[src/design/anp_pkg.sv]
// ----------------------------------------------------------------------------
// anp_pkg
// Shared types, character codes and helpers for the ASCII number parser.
// ----------------------------------------------------------------------------
package anp_pkg;

  // Width of the accumulator; the result port stays 32 bits wide.
  localparam int unsigned VALUE_WIDTH = 32;
  localparam int unsigned OUT_WIDTH   = 32;
  localparam int unsigned OUT_EXT_W   = (VALUE_WIDTH > OUT_WIDTH) ? VALUE_WIDTH : OUT_WIDTH;
  localparam int unsigned CH_WIDTH    = 7;

  typedef logic [CH_WIDTH-1:0]    ch_t;
  typedef logic [VALUE_WIDTH-1:0] accum_t;

  // Character codes
  localparam ch_t CH_NUL     = 7'h00;
  localparam ch_t CH_ZERO    = 7'h30;  // '0'
  localparam ch_t CH_SEVEN   = 7'h37;  // '7'
  localparam ch_t CH_NINE    = 7'h39;  // '9'
  localparam ch_t CH_UPPER_A = 7'h41;  // 'A'
  localparam ch_t CH_UPPER_F = 7'h46;  // 'F'
  localparam ch_t CH_LOWER_A = 7'h61;  // 'a'
  localparam ch_t CH_LOWER_F = 7'h66;  // 'f'
  localparam ch_t CH_X       = 7'h78;  // 'x'
  localparam ch_t CH_MINUS   = 7'h2D;  // '-'

  localparam logic [3:0] HEX_ALPHA_BASE = 4'd10;

  typedef enum logic [1:0] {
    RADIX_DEC = 2'd0,
    RADIX_OCT = 2'd1,
    RADIX_HEX = 2'd2
  } radix_e;

  typedef enum logic [1:0] {
    PH_FIRST  = 2'd0,
    PH_ACCUM  = 2'd1,
    PH_REJECT = 2'd2
  } phase_e;

  // Result of classifying one character against the current radix
  typedef struct packed {
    logic       ok;
    logic [3:0] digit;
  } digit_t;

  // Sign-extend an accumulator value and keep the low 32 bits
  function automatic logic signed [OUT_WIDTH-1:0] to_output(accum_t v);
    logic [OUT_EXT_W-1:0] ext;
    ext = OUT_EXT_W'($signed(v));
    return $signed(ext[OUT_WIDTH-1:0]);
  endfunction

endpackage

[src/design/anp_digit.sv]
// ----------------------------------------------------------------------------
// anp_digit
// Classify one character as a digit of octal, decimal or hex and decode it.
// ----------------------------------------------------------------------------
module anp_digit (
  input  anp_pkg::ch_t    ch_i,
  input  anp_pkg::radix_e radix_i,
  output anp_pkg::digit_t digit_o
);
  import anp_pkg::*;

  logic [3:0] num_val;
  logic [3:0] upper_val;
  logic [3:0] lower_val;

  assign num_val   = 4'(ch_i - CH_ZERO);
  assign upper_val = 4'(ch_i - CH_UPPER_A) + HEX_ALPHA_BASE;
  assign lower_val = 4'(ch_i - CH_LOWER_A) + HEX_ALPHA_BASE;

  always_comb begin
    digit_o = '0;
    case (radix_i)
      RADIX_OCT: begin
        if (ch_i inside {[CH_ZERO:CH_SEVEN]}) begin
          digit_o = '{ok: 1'b1, digit: num_val};
        end
      end
      RADIX_HEX: begin
        if (ch_i inside {[CH_ZERO:CH_NINE]}) begin
          digit_o = '{ok: 1'b1, digit: num_val};
        end else if (ch_i inside {[CH_UPPER_A:CH_UPPER_F]}) begin
          digit_o = '{ok: 1'b1, digit: upper_val};
        end else if (ch_i inside {[CH_LOWER_A:CH_LOWER_F]}) begin
          digit_o = '{ok: 1'b1, digit: lower_val};
        end
      end
      default: begin
        if (ch_i inside {[CH_ZERO:CH_NINE]}) begin
          digit_o = '{ok: 1'b1, digit: num_val};
        end
      end
    endcase
  end

endmodule

[src/design/ascii_number_parser_unit.sv]
// ----------------------------------------------------------------------------
// ascii_number_parser_unit
// Parse a stream of ASCII characters into a signed integer, radix by prefix.
// ----------------------------------------------------------------------------
//
//  channel | direction | handshake                 | payload
//  --------+-----------+---------------------------+---------------------------
//  in      | input     | in_valid_i / in_ready_o   | ch_i (7 bit)
//  out     | output    | out_valid_o / out_ready_i | value_o (s32), rejected_o
//
//  One character per cycle, sustained while no terminator waits behind an
//  untaken result. A transfer lands in the input register; from there the
//  digit decode and shift-add update the parser state and, for a terminator,
//  load the result register, which holds the result until it transfers.
//  Reset clears the parser state and both valid flags.
//  Only a terminator needs the result register, so ordinary characters keep
//  flowing while a result waits; a terminator behind an untaken result stalls
//  the input for as long as out_ready_i stays low.
//
module ascii_number_parser_unit (
  input  logic                 clk_i,
  input  logic                 rst_ni,
  input  logic                 in_valid_i,
  output logic                 in_ready_o,
  input  anp_pkg::ch_t         ch_i,
  output logic                 out_valid_o,
  input  logic                 out_ready_i,
  output logic signed [31:0]   value_o,
  output logic                 rejected_o
);
  import anp_pkg::*;

  // Input register
  logic   in_valid_q;
  ch_t    ch_q;

  // Parser state
  phase_e phase_q, phase_d;
  radix_e radix_q, radix_d;
  logic   negate_q, negate_d;
  accum_t accum_q, accum_d;

  // Result register
  logic                       out_valid_q;
  logic signed [OUT_WIDTH-1:0] value_q, value_d;
  logic                       rejected_q, rejected_d;

  logic   is_term;
  logic   advance;
  logic   in_xfer;
  digit_t dig;
  accum_t mac;
  accum_t final_val;

  assign is_term = (ch_q == CH_NUL);
  // Advance the held character unless it is a terminator and the result slot
  // is still occupied.
  assign advance    = in_valid_q && (!is_term || !out_valid_q || out_ready_i);
  assign in_ready_o = !in_valid_q || advance;
  assign in_xfer    = in_valid_i && in_ready_o;

  anp_digit u_digit (
    .ch_i    (ch_q),
    .radix_i (radix_q),
    .digit_o (dig)
  );

  // Multiply by the radix as shifts and adds, then add the new digit.
  always_comb begin
    case (radix_q)
      RADIX_OCT: mac = (accum_q << 3);
      RADIX_HEX: mac = (accum_q << 4);
      default:   mac = (accum_q << 3) + (accum_q << 1);
    endcase
    mac = mac + VALUE_WIDTH'(dig.digit);
  end

  assign final_val = negate_q ? (-accum_q) : accum_q;

  // Next phase
  always_comb begin
    phase_d = phase_q;
    if (advance) begin
      if (is_term) begin
        phase_d = PH_FIRST;
      end else begin
        case (phase_q)
          PH_FIRST: begin
            if (ch_q != CH_MINUS) begin
              phase_d = PH_ACCUM;
            end
          end
          PH_ACCUM: begin
            if (!dig.ok) begin
              phase_d = PH_REJECT;
            end
          end
          default: phase_d = phase_q;
        endcase
      end
    end
  end

  // Datapath and result
  always_comb begin
    radix_d    = radix_q;
    negate_d   = negate_q;
    accum_d    = accum_q;
    value_d    = value_q;
    rejected_d = rejected_q;
    if (advance) begin
      if (is_term) begin
        case (phase_q)
          PH_FIRST: begin
            value_d    = '0;
            rejected_d = 1'b0;
          end
          PH_ACCUM: begin
            value_d    = to_output(final_val);
            rejected_d = 1'b0;
          end
          default: begin
            value_d    = '0;
            rejected_d = 1'b1;
          end
        endcase
        radix_d  = RADIX_DEC;
        negate_d = 1'b0;
        accum_d  = '0;
      end else begin
        case (phase_q)
          PH_FIRST: begin
            if (ch_q == CH_MINUS) begin
              negate_d = 1'b1;
            end else if (ch_q == CH_ZERO) begin
              radix_d = RADIX_OCT;
            end else if (ch_q == CH_X) begin
              radix_d = RADIX_HEX;
            end else begin
              // Seed unchecked: any other first character counts as a digit
              radix_d = RADIX_DEC;
              accum_d = VALUE_WIDTH'(ch_q) - VALUE_WIDTH'(CH_ZERO);
            end
          end
          PH_ACCUM: begin
            accum_d = dig.ok ? mac : '0;
          end
          default: accum_d = accum_q;
        endcase
      end
    end
  end

  always_ff @(posedge clk_i or negedge rst_ni) begin
    if (!rst_ni) begin
      in_valid_q  <= 1'b0;
      out_valid_q <= 1'b0;
      phase_q     <= PH_FIRST;
      radix_q     <= RADIX_DEC;
      negate_q    <= 1'b0;
      accum_q     <= '0;
    end else begin
      if (in_ready_o) begin
        in_valid_q <= in_valid_i;
      end
      if (advance && is_term) begin
        out_valid_q <= 1'b1;
      end else if (out_ready_i) begin
        out_valid_q <= 1'b0;
      end
      phase_q  <= phase_d;
      radix_q  <= radix_d;
      negate_q <= negate_d;
      accum_q  <= accum_d;
    end
  end

  // Payload registers: no reset
  always_ff @(posedge clk_i) begin
    if (in_xfer) begin
      ch_q <= ch_i;
    end
    value_q    <= value_d;
    rejected_q <= rejected_d;
  end

  assign out_valid_o = out_valid_q;
  assign value_o     = value_q;
  assign rejected_o  = rejected_q;

`ifndef NO_ASSERTIONS
  a_term_clears_state: assert property (@(posedge clk_i) disable iff (!rst_ni)
    (advance && is_term) |=> (phase_q == PH_FIRST && accum_q == '0 && !negate_q))
    else $error("parser state not cleared after terminator");

  a_reject_zero: assert property (@(posedge clk_i) disable iff (!rst_ni)
    (out_valid_o && rejected_o) |-> (value_o == '0))
    else $error("rejected result carries a non-zero value");

  a_reject_accum: assert property (@(posedge clk_i) disable iff (!rst_ni)
    (phase_q == PH_REJECT) |-> (accum_q == '0))
    else $error("accumulator not cleared in rejected phase");

  a_stall_cause: assert property (@(posedge clk_i) disable iff (!rst_ni)
    !in_ready_o |-> (in_valid_q && is_term && out_valid_q && !out_ready_i))
    else $error("input stalled without a blocked terminator");
`endif

endmodule

[config.mk]
export PLATFORM = sky130hd
export DESIGN_NAME = ascii_number_parser_unit
export DESIGN_NICKNAME = d
export VERILOG_FILES = /design/src/design/anp_pkg.sv /design/src/design/anp_digit.sv /design/src/design/ascii_number_parser_unit.sv
export SDC_FILE = /design/constraint.sdc
export NUM_CORES = 1
export LEC_CHECK = 0
export ABC_CLOCK_PERIOD_IN_PS = 14600
export BUFFER_PORTS_ARGS = -buffer_cell sky130_fd_sc_hd__buf_4
export CAP_MARGIN = 20
export CORE_AREA = 2 2 137 139
export DETAILED_ROUTE_END_ITERATION = 10
export DIE_AREA = 0 0 139 141
export PLACE_DENSITY = 0.64
export SLEW_MARGIN = 20
export SYNTH_ARGS = -nofsm -noshare
export SYNTH_HDL_FRONTEND = slang
export SYNTH_SLANG_ARGS = --single-unit
[constraint.sdc]
create_clock -name clk_i -period 14.6 [get_ports clk_i]
set_clock_uncertainty 0.2 [all_clocks]
set_input_delay 0 -clock clk_i [delete_from_list [all_inputs] [get_ports clk_i]]
set_output_delay 0 -clock clk_i [all_outputs]
set_load 0.02 [all_outputs]
After elaboration in Yosys (flattened, before gate mapping)
Index checks and enable logic that the tools add are counted.
{"block": "classes", "reduce_logical": 25, "addsub": 9, "magnitude_cmp": 7, "n_eq_ne": 13, "muxes": 29}
{"operator": "32-bit 2-to-1 mux", "count": 6}
{"operator": "32-bit case mux with 2 select lines", "count": 2}
{"operator": "32-bit adder", "count": 1}
{"operator": "32-bit by 4-bit adder with 32-bit output", "count": 1}
{"operator": "32-bit negator", "count": 1}
{"operator": "5-bit 2-to-1 mux", "count": 5}
{"operator": "2-bit 2-to-1 mux", "count": 8}
{"operator": "3-bit inequality test, second input constant", "count": 5}
{"operator": "7-bit by 6-bit equality test with 1-bit output, second input constant", "count": 2}
{"operator": "7-bit >= comparator, second input constant", "count": 2}
{"operator": "7-bit by 6-bit less-or-equal comparator with 1-bit output, second input constant", "count": 2}
{"operator": "7-bit less-or-equal comparator, second input constant", "count": 2}
{"operator": "4-bit by 1-bit subtractor with 4-bit output, second input constant", "count": 3}
{"operator": "5-bit case mux with 2 select lines", "count": 1}
{"operator": "4-bit adder, second input constant", "count": 2}
{"operator": "7-bit by 6-bit subtractor with 8-bit output, second input constant", "count": 1}
{"operator": "7-bit equality test, second input constant", "count": 1}
{"operator": "7-bit by 6-bit >= comparator with 1-bit output, second input constant", "count": 1}
{"operator": "1-bit logical AND", "count": 7}
{"operator": "7-bit logical NOT", "count": 1}
{"operator": "7-bit by 6-bit inequality test with 1-bit output, second input constant", "count": 1}
{"operator": "1-bit 2-to-1 mux", "count": 6}
{"operator": "3-bit AND reduction", "count": 2}
{"operator": "2-bit nonzero test", "count": 3}
{"operator": "other kinds (12)", "count": 17}
{"block": "totals", "regBits": 79, "elab_cells": 92}

Depth between registers and ports, before layout
{"block": "logic_depth", "word_depth": 10, "ltp_mapped": 22, "ltp_nobuf": 21}

Cells and area by module
From an unflattened synthesis, not the netlist that was laid out.
{"block": "hier_totals", "cells_unflattened": 822, "hier_area_um2": 7013.0}
{"module": "ascii_number_parser_unit", "n_inst": 1, "cells_each": 775, "area_per_inst_um2": 6661.4, "seq_area_each_um2": 2177.1}
{"module": "anp_digit", "n_inst": 1, "cells_each": 47, "area_per_inst_um2": 351.6, "seq_area_each_um2": 0.0}

Least setup slack after synthesis
No wires, ideal clock.
{"block": "synth_timing", "path_kind": "register -> register", "from": "reg radix_q[0]", "to": "reg accum_q[20]", "n_path_buf": 6, "arrival_time_ps": 4777, "stages_incl_launch_ff": 23, "path_slack_ps": 9497, "cell_sequence": "dfrtp_1 inv_1 ha_1 buf_2 buf_2 buf_1 clkbuf_1 clkbuf_1 clkbuf_1 o21ai_0 nand3_1 o21a_1 inv_1 ha_1 a21o_1 a21oi_1 nor3b_1 nand3_2 nor4_4 nand2_2 or3_1 xor2_1 a221o_1"}
{"block": "synth_via", "elab_chain_len": 6, "elab_cells_between_ends": 8, "classes_between": "add/sub (1); eq/ne (2); mux (5)"}
{"item": "start: declaration", "line_no": "ascii_number_parser_unit.sv:39", "text": "radix_e radix_q, radix_d;"}
{"item": "start signal: assignment", "line_no": "ascii_number_parser_unit.sv:172", "text": "radix_q <= radix_d;"}
{"item": "2-bit equality test or 2-bit by 1-bit equality test with 1-bit output (tied branches)", "line_no": "anp_digit.sv:22, ascii_number_parser_unit.sv:70"}
{"item": "32-bit case mux with 2 select lines or 5-bit case mux with 2 select lines (tied branches)", "line_no": "ascii_number_parser_unit.sv:70, anp_digit.sv:22"}
{"item": "32-bit by 4-bit adder with 32-bit output", "line_no": "ascii_number_parser_unit.sv:75", "text": "mac = mac + VALUE_WIDTH'(dig.digit);"}
{"item": "32-bit 2-to-1 mux *", "line_no": "ascii_number_parser_unit.sv:146", "text": "accum_d = dig.ok ? mac : '0;"}
{"item": "32-bit case mux with 2 select lines *", "line_no": "ascii_number_parser_unit.sv:131", "text": "case (phase_q)"}
{"item": "32-bit 2-to-1 mux *", "line_no": "ascii_number_parser_unit.sv:112", "text": "if (is_term) begin"}
{"item": "end signal: assignment", "line_no": "ascii_number_parser_unit.sv:174", "text": "accum_q <= accum_d;"}
{"item": "end: declaration", "line_no": "ascii_number_parser_unit.sv:41", "text": "accum_t accum_q, accum_d;"}
Mark *: on every way between the ends. The rest lies on a longest branch, timed or not.
A chain may end at the register's enable or synchronous reset.

Worst setup path after layout
{"block": "layout_timing", "from": "reg radix_q[0]", "to": "reg accum_q[31]"}
Same word-level chain as after synthesis.

==> summary.txt <==
Run status
  – Outcome: finished with violations
  – Failing checks: negative hold slack

Critical path
  – Cell breakdown of the critical path: inv_1 -> ha_2 -> buf_4 -> clkinv_1 -> nor2_1 -> ha_1 -> inv_1 -> fa_1 -> nor2b_1 -> o21ai_0 -> nor2_1 -> nand3_1 -> nor4_2 -> nand3_1 -> nor4_2 -> mux2_2 -> nand2_1
  – CP max stage delay: roughly 0.71 ns
  – CP delay by family, top: simple AND/OR/NAND/NOR gates
  – R2R Setup Slk: approximately 9.4 ns
  – Worst Reg-to-Reg Cells: 17
  – Critical Path RT: 14.70 ns
  – Reg-to-Reg End: accum_q[31]$_DFFE_PN0P_
  – Worst setup EP type: flop
  – CP startpoint kind: flop
  – Worst EP arrival: approximately 5.3 ns
  – Worst r2r src: radix_q[0]$_DFFE_PN0P_
  – WS Path Type: flop to flop
  – Critical path buffer and inverter count: 4
  – Crit-path slowest cell: clkinv_1
  – CP max FO: 78

Drt
  – Initial DRC count: between 400 and 500
  – Routed vias: approximately 6500
  – DRC: 0
  – Drt pass-1 iters: 6
  – Post-DRT Antenna Nets: 0
  – Via/cell ratio: 5.86
  – Routed wire length: ~19 mm
  – Routed wire per std cell: 17.3 um

Yosys
  – Most numerous cell in the Yosys netlist: nor2_1
  – Compound-Gate Fraction of Synth Area: around a quarter
  – Yosys reg bits: 79
  – Async SR Flop Fraction: approximately half
  – Post-synth top area cell: edfxtp_1
  – Synth area leaders: edfxtp_1, dfrtp_1, ha_1, o21ai_0, xor2_1
  – Yosys top cell area share: approximately 17%
  – Distinct cell type count after synthesis: 79
  – Post-synth top flop: edfxtp_1
  – YS warnings: 0
  – Sequential area share after synthesis: between 30% and 40%
  – Mapped Cells: 850
  – Cell Area, Synth: about 0.0071 mm2
  – Post-synthesis simple-gate area fraction: 21.3%
  – Number of synthesized flops with an enable pin: 40
  – Net Count, Synth: around 910
  – Post-synthesis mux area share: 1.33%
  – Synth Area in Adders: under 10%
  – Average size of a mapped cell: roughly 8.4 um2
  – Synth Area in XOR/XNOR: under 10%
  – Commonest cells post-synth: nor2_1, nand2_1, o21ai_0
  – Main combinational cell family by area after synthesis: compound AO/OA/AOI/OAI gates

Cells and area
  – Area growth syn-to-layout: 12.0%
  – Design Area, Final: 0.00800 mm2
  – Fraction of layout cells with a size suffix above 1: about 11%
  – Final #Nets: between 900 and 1000
  – ANT cells: 0

Floorplanning
  – CORE AREA: between 0.015 and 0.02 mm2
  – Io pins: 46
  – Row count: 50
  – Chip width: 139 um
  – Die area: 0.0196 mm2
  – Initial Util: between 30% and 40%
  – Die Y: between 100 and 150 um

STA
  – Final Setup Violations: 0
  – Actual slew at the worst max-slew pin: 0.988 ns
  – Max Freq: 191 MHz
  – TNS Setup: 0 ns
  – Min Tclk post-route: between 5 and 6 ns
  – Hold WS: -0.0293 ns
  – RSZ-0062 raised after global routing: no
  – Final hold viol count: 35
  – Final Max Slew Viols: 0
  – Slew headroom: approximately a third
  – Final period utilization: between 30% and 40%

Global routing
  – Remaining Overflow, GRT: 0
  – Initial antenna violation count: 0
  – Global-route usage over all layers: about a fifth
  – First-pass GRT wire length: 31.3 mm
  – Largest net degree at the start of global routing: between 70 and 80
  – Vias in the first global route: ~6000

Clocking
  – CTS max path bufs: 2
  – CTS resizes: 0
  – Clk sink count: around 80
  – CTS tree: yes
  – Root buffer cell: clkbuf_16
  – Worst-path clk slew: ~0.060 ns
  – Worst skew pair latency: between 0.3 and 0.4 ns
  – Num CTS Buffers: 9
  – # H-tree levels: 3

Placement
  – Port-buffer cells: 45
  – GPL Wtd Cong: 0.898
  – Hpwl dp: around 13 mm
  – Placed cell area: approximately 0.0076 mm2

Hold path
  – Hold Path Class: primary input to asynchronous set/reset pin

Pwr
  – Lkg Pwr: between 3 and 4 nW
  – Pwr dens: 224 mW/mm2
  – VDD IR-drop max: a little over 0.09 mV

Flow run
  – Max-Cap Viols: 0
[worst reg2reg max path, cell delays in order (launching register included)]
cell and delay (ns):
dfrtp_1 0.38, inv_1 0.06, ha_2 0.30, buf_4 0.60
clkinv_1 0.73, nor2_1 0.25, ha_1 0.20, inv_1 0.06
fa_1 0.39, nor2b_1 0.11, o21ai_0 0.12, nor2_1 0.20
nand3_1 0.21, nor4_2 0.39, nand3_1 0.23, nor4_2 0.32
mux2_2 0.36, nand2_1 0.05
[metal layers]
| metal | track usage [%] | share of wire [%] | vias up |
|---|---|---|---|
| li1 | - | - | 3197 |
| met5 | 0 | 0 | - |
| met2 | 30.1 | 44 | 192 |
| met1 | 27.9 | 48 | 3061 |
| met4 | 7.39 | 1.9 | 0 |
| met3 | 2.89 | 6.2 | 24 |
[flip-flops by register name (all words and copies together), names as in the netlist]
| name | count |
|---|---|
| accum_q | 32 |
| ch_q | 7 |
| in_valid_q | 1 |
| negate_q | 1 |
| out_valid_o | 1 |
| phase_q | 2 |
| radix_q | 2 |
| rejected_o | 1 |
| value_o | 32 |
[placed cells by master, fill, tap and decap left out, types with 5 or more instances in the layout]
cell / count
nor2_1: 80
nand2_1: 73
o21ai_0: 66
a21oi_1: 61
buf_4: 50
ha_1: 43
edfxtp_1: 40
dfrtp_1: 39
xor2_1: 36
xnor2_1: 29
inv_1: 24
nor3_1: 23
a221oi_1: 20
nand2b_1: 16
nand3_1: 14
or3_1: 13
a21o_1: 12
o31ai_1: 12
dlygate4sd3_1: 11
a22oi_1: 10
and2_1: 10
a221o_1: 10
clkbuf_16: 10
nor2b_1: 9
a31oi_1: 8
and3_1: 7
o21a_1: 7
nor4_1: 7
nand4_1: 6
or4_1: 6
o211ai_1: 6
o2111ai_1: 6
o21ai_1: 5
mux2i_1: 5
o41ai_1: 5
[cell type report]
cell class / count / area [um2]
fillers: 1839 / 10300
multi-input cells: 690 / 4670
flip-flops and latches: 79 / 2180
repair buffers: 61 / 485
well taps: 234 / 293
clock buffers: 11 / 254
inverters: 25 / 93.8
clock inverters: 5 / 31.3
[report_power, final]
| part | internal (mW) | total, mW | switching, mW |
|---|---|---|---|
| logic | 0.465 | 1.15 | 0.682 |
| clock network | 0.125 | 0.228 | 0.103 |
| registers | 0.289 | 0.415 | 0.126 |
| total | 0.879 | 1.79 | 0.912 |
[worst max-delay path by stage]
stage / end / cells past startpoint / from / slack [ns]
floorplan: accum_q[20]$_DFFE_PN0P_ / 22 / radix_q[0]$_DFFE_PN0P_ / 9.50
global placement: accum_q[31]$_DFFE_PN0P_ / 17 / radix_q[0]$_DFFE_PN0P_ / 9.53
detailed placement: accum_q[31]$_DFFE_PN0P_ / 17 / radix_q[0]$_DFFE_PN0P_ / 9.38
CTS: accum_q[31]$_DFFE_PN0P_ / 17 / radix_q[0]$_DFFE_PN0P_ / 9.37
global route: accum_q[31]$_DFFE_PN0P_ / 17 / radix_q[0]$_DFFE_PN0P_ / 9.03
finish: accum_q[31]$_DFFE_PN0P_ / 17 / radix_q[0]$_DFFE_PN0P_ / 9.38
[what timing repair did]
item,CTS,global route
hold buffers,11,0
hold endpoints to repair,55,0
setup buffers,0,0
[cells by family after synthesis]
| kind of cell | after synthesis |
|---|---|
| AO/OA/AOI/OAI | 274 |
| XOR/XNOR | 65 |
| adder cells (fa/ha/maj) | 46 |
| buffers and inverters | 81 |
| flip-flops | 79 |
| multiplexers | 9 |
| AND/OR/NAND/NOR | 296 |
[stage by stage]
stage / hold slack, ns / instances / utilization [%] / power, mW / worst slack [ns]
floorplan: -0.496 / 850 / - / 1.29 / 9.50
global placement: -0.179 / 1078 / 41.6 / 1.54 / 9.53
detailed placement: -0.168 / 1078 / 41.6 / 1.54 / 9.38
CTS: 0.00638 / 1105 / 43.8 / 1.78 / 9.37
global route: 0.0266 / 1105 / 43.8 / 1.94 / 9.03
finish: -0.0293 / 1105 / 43.8 / 1.79 / 9.38
No activity file was read; power rests on OpenSTA's default activity.
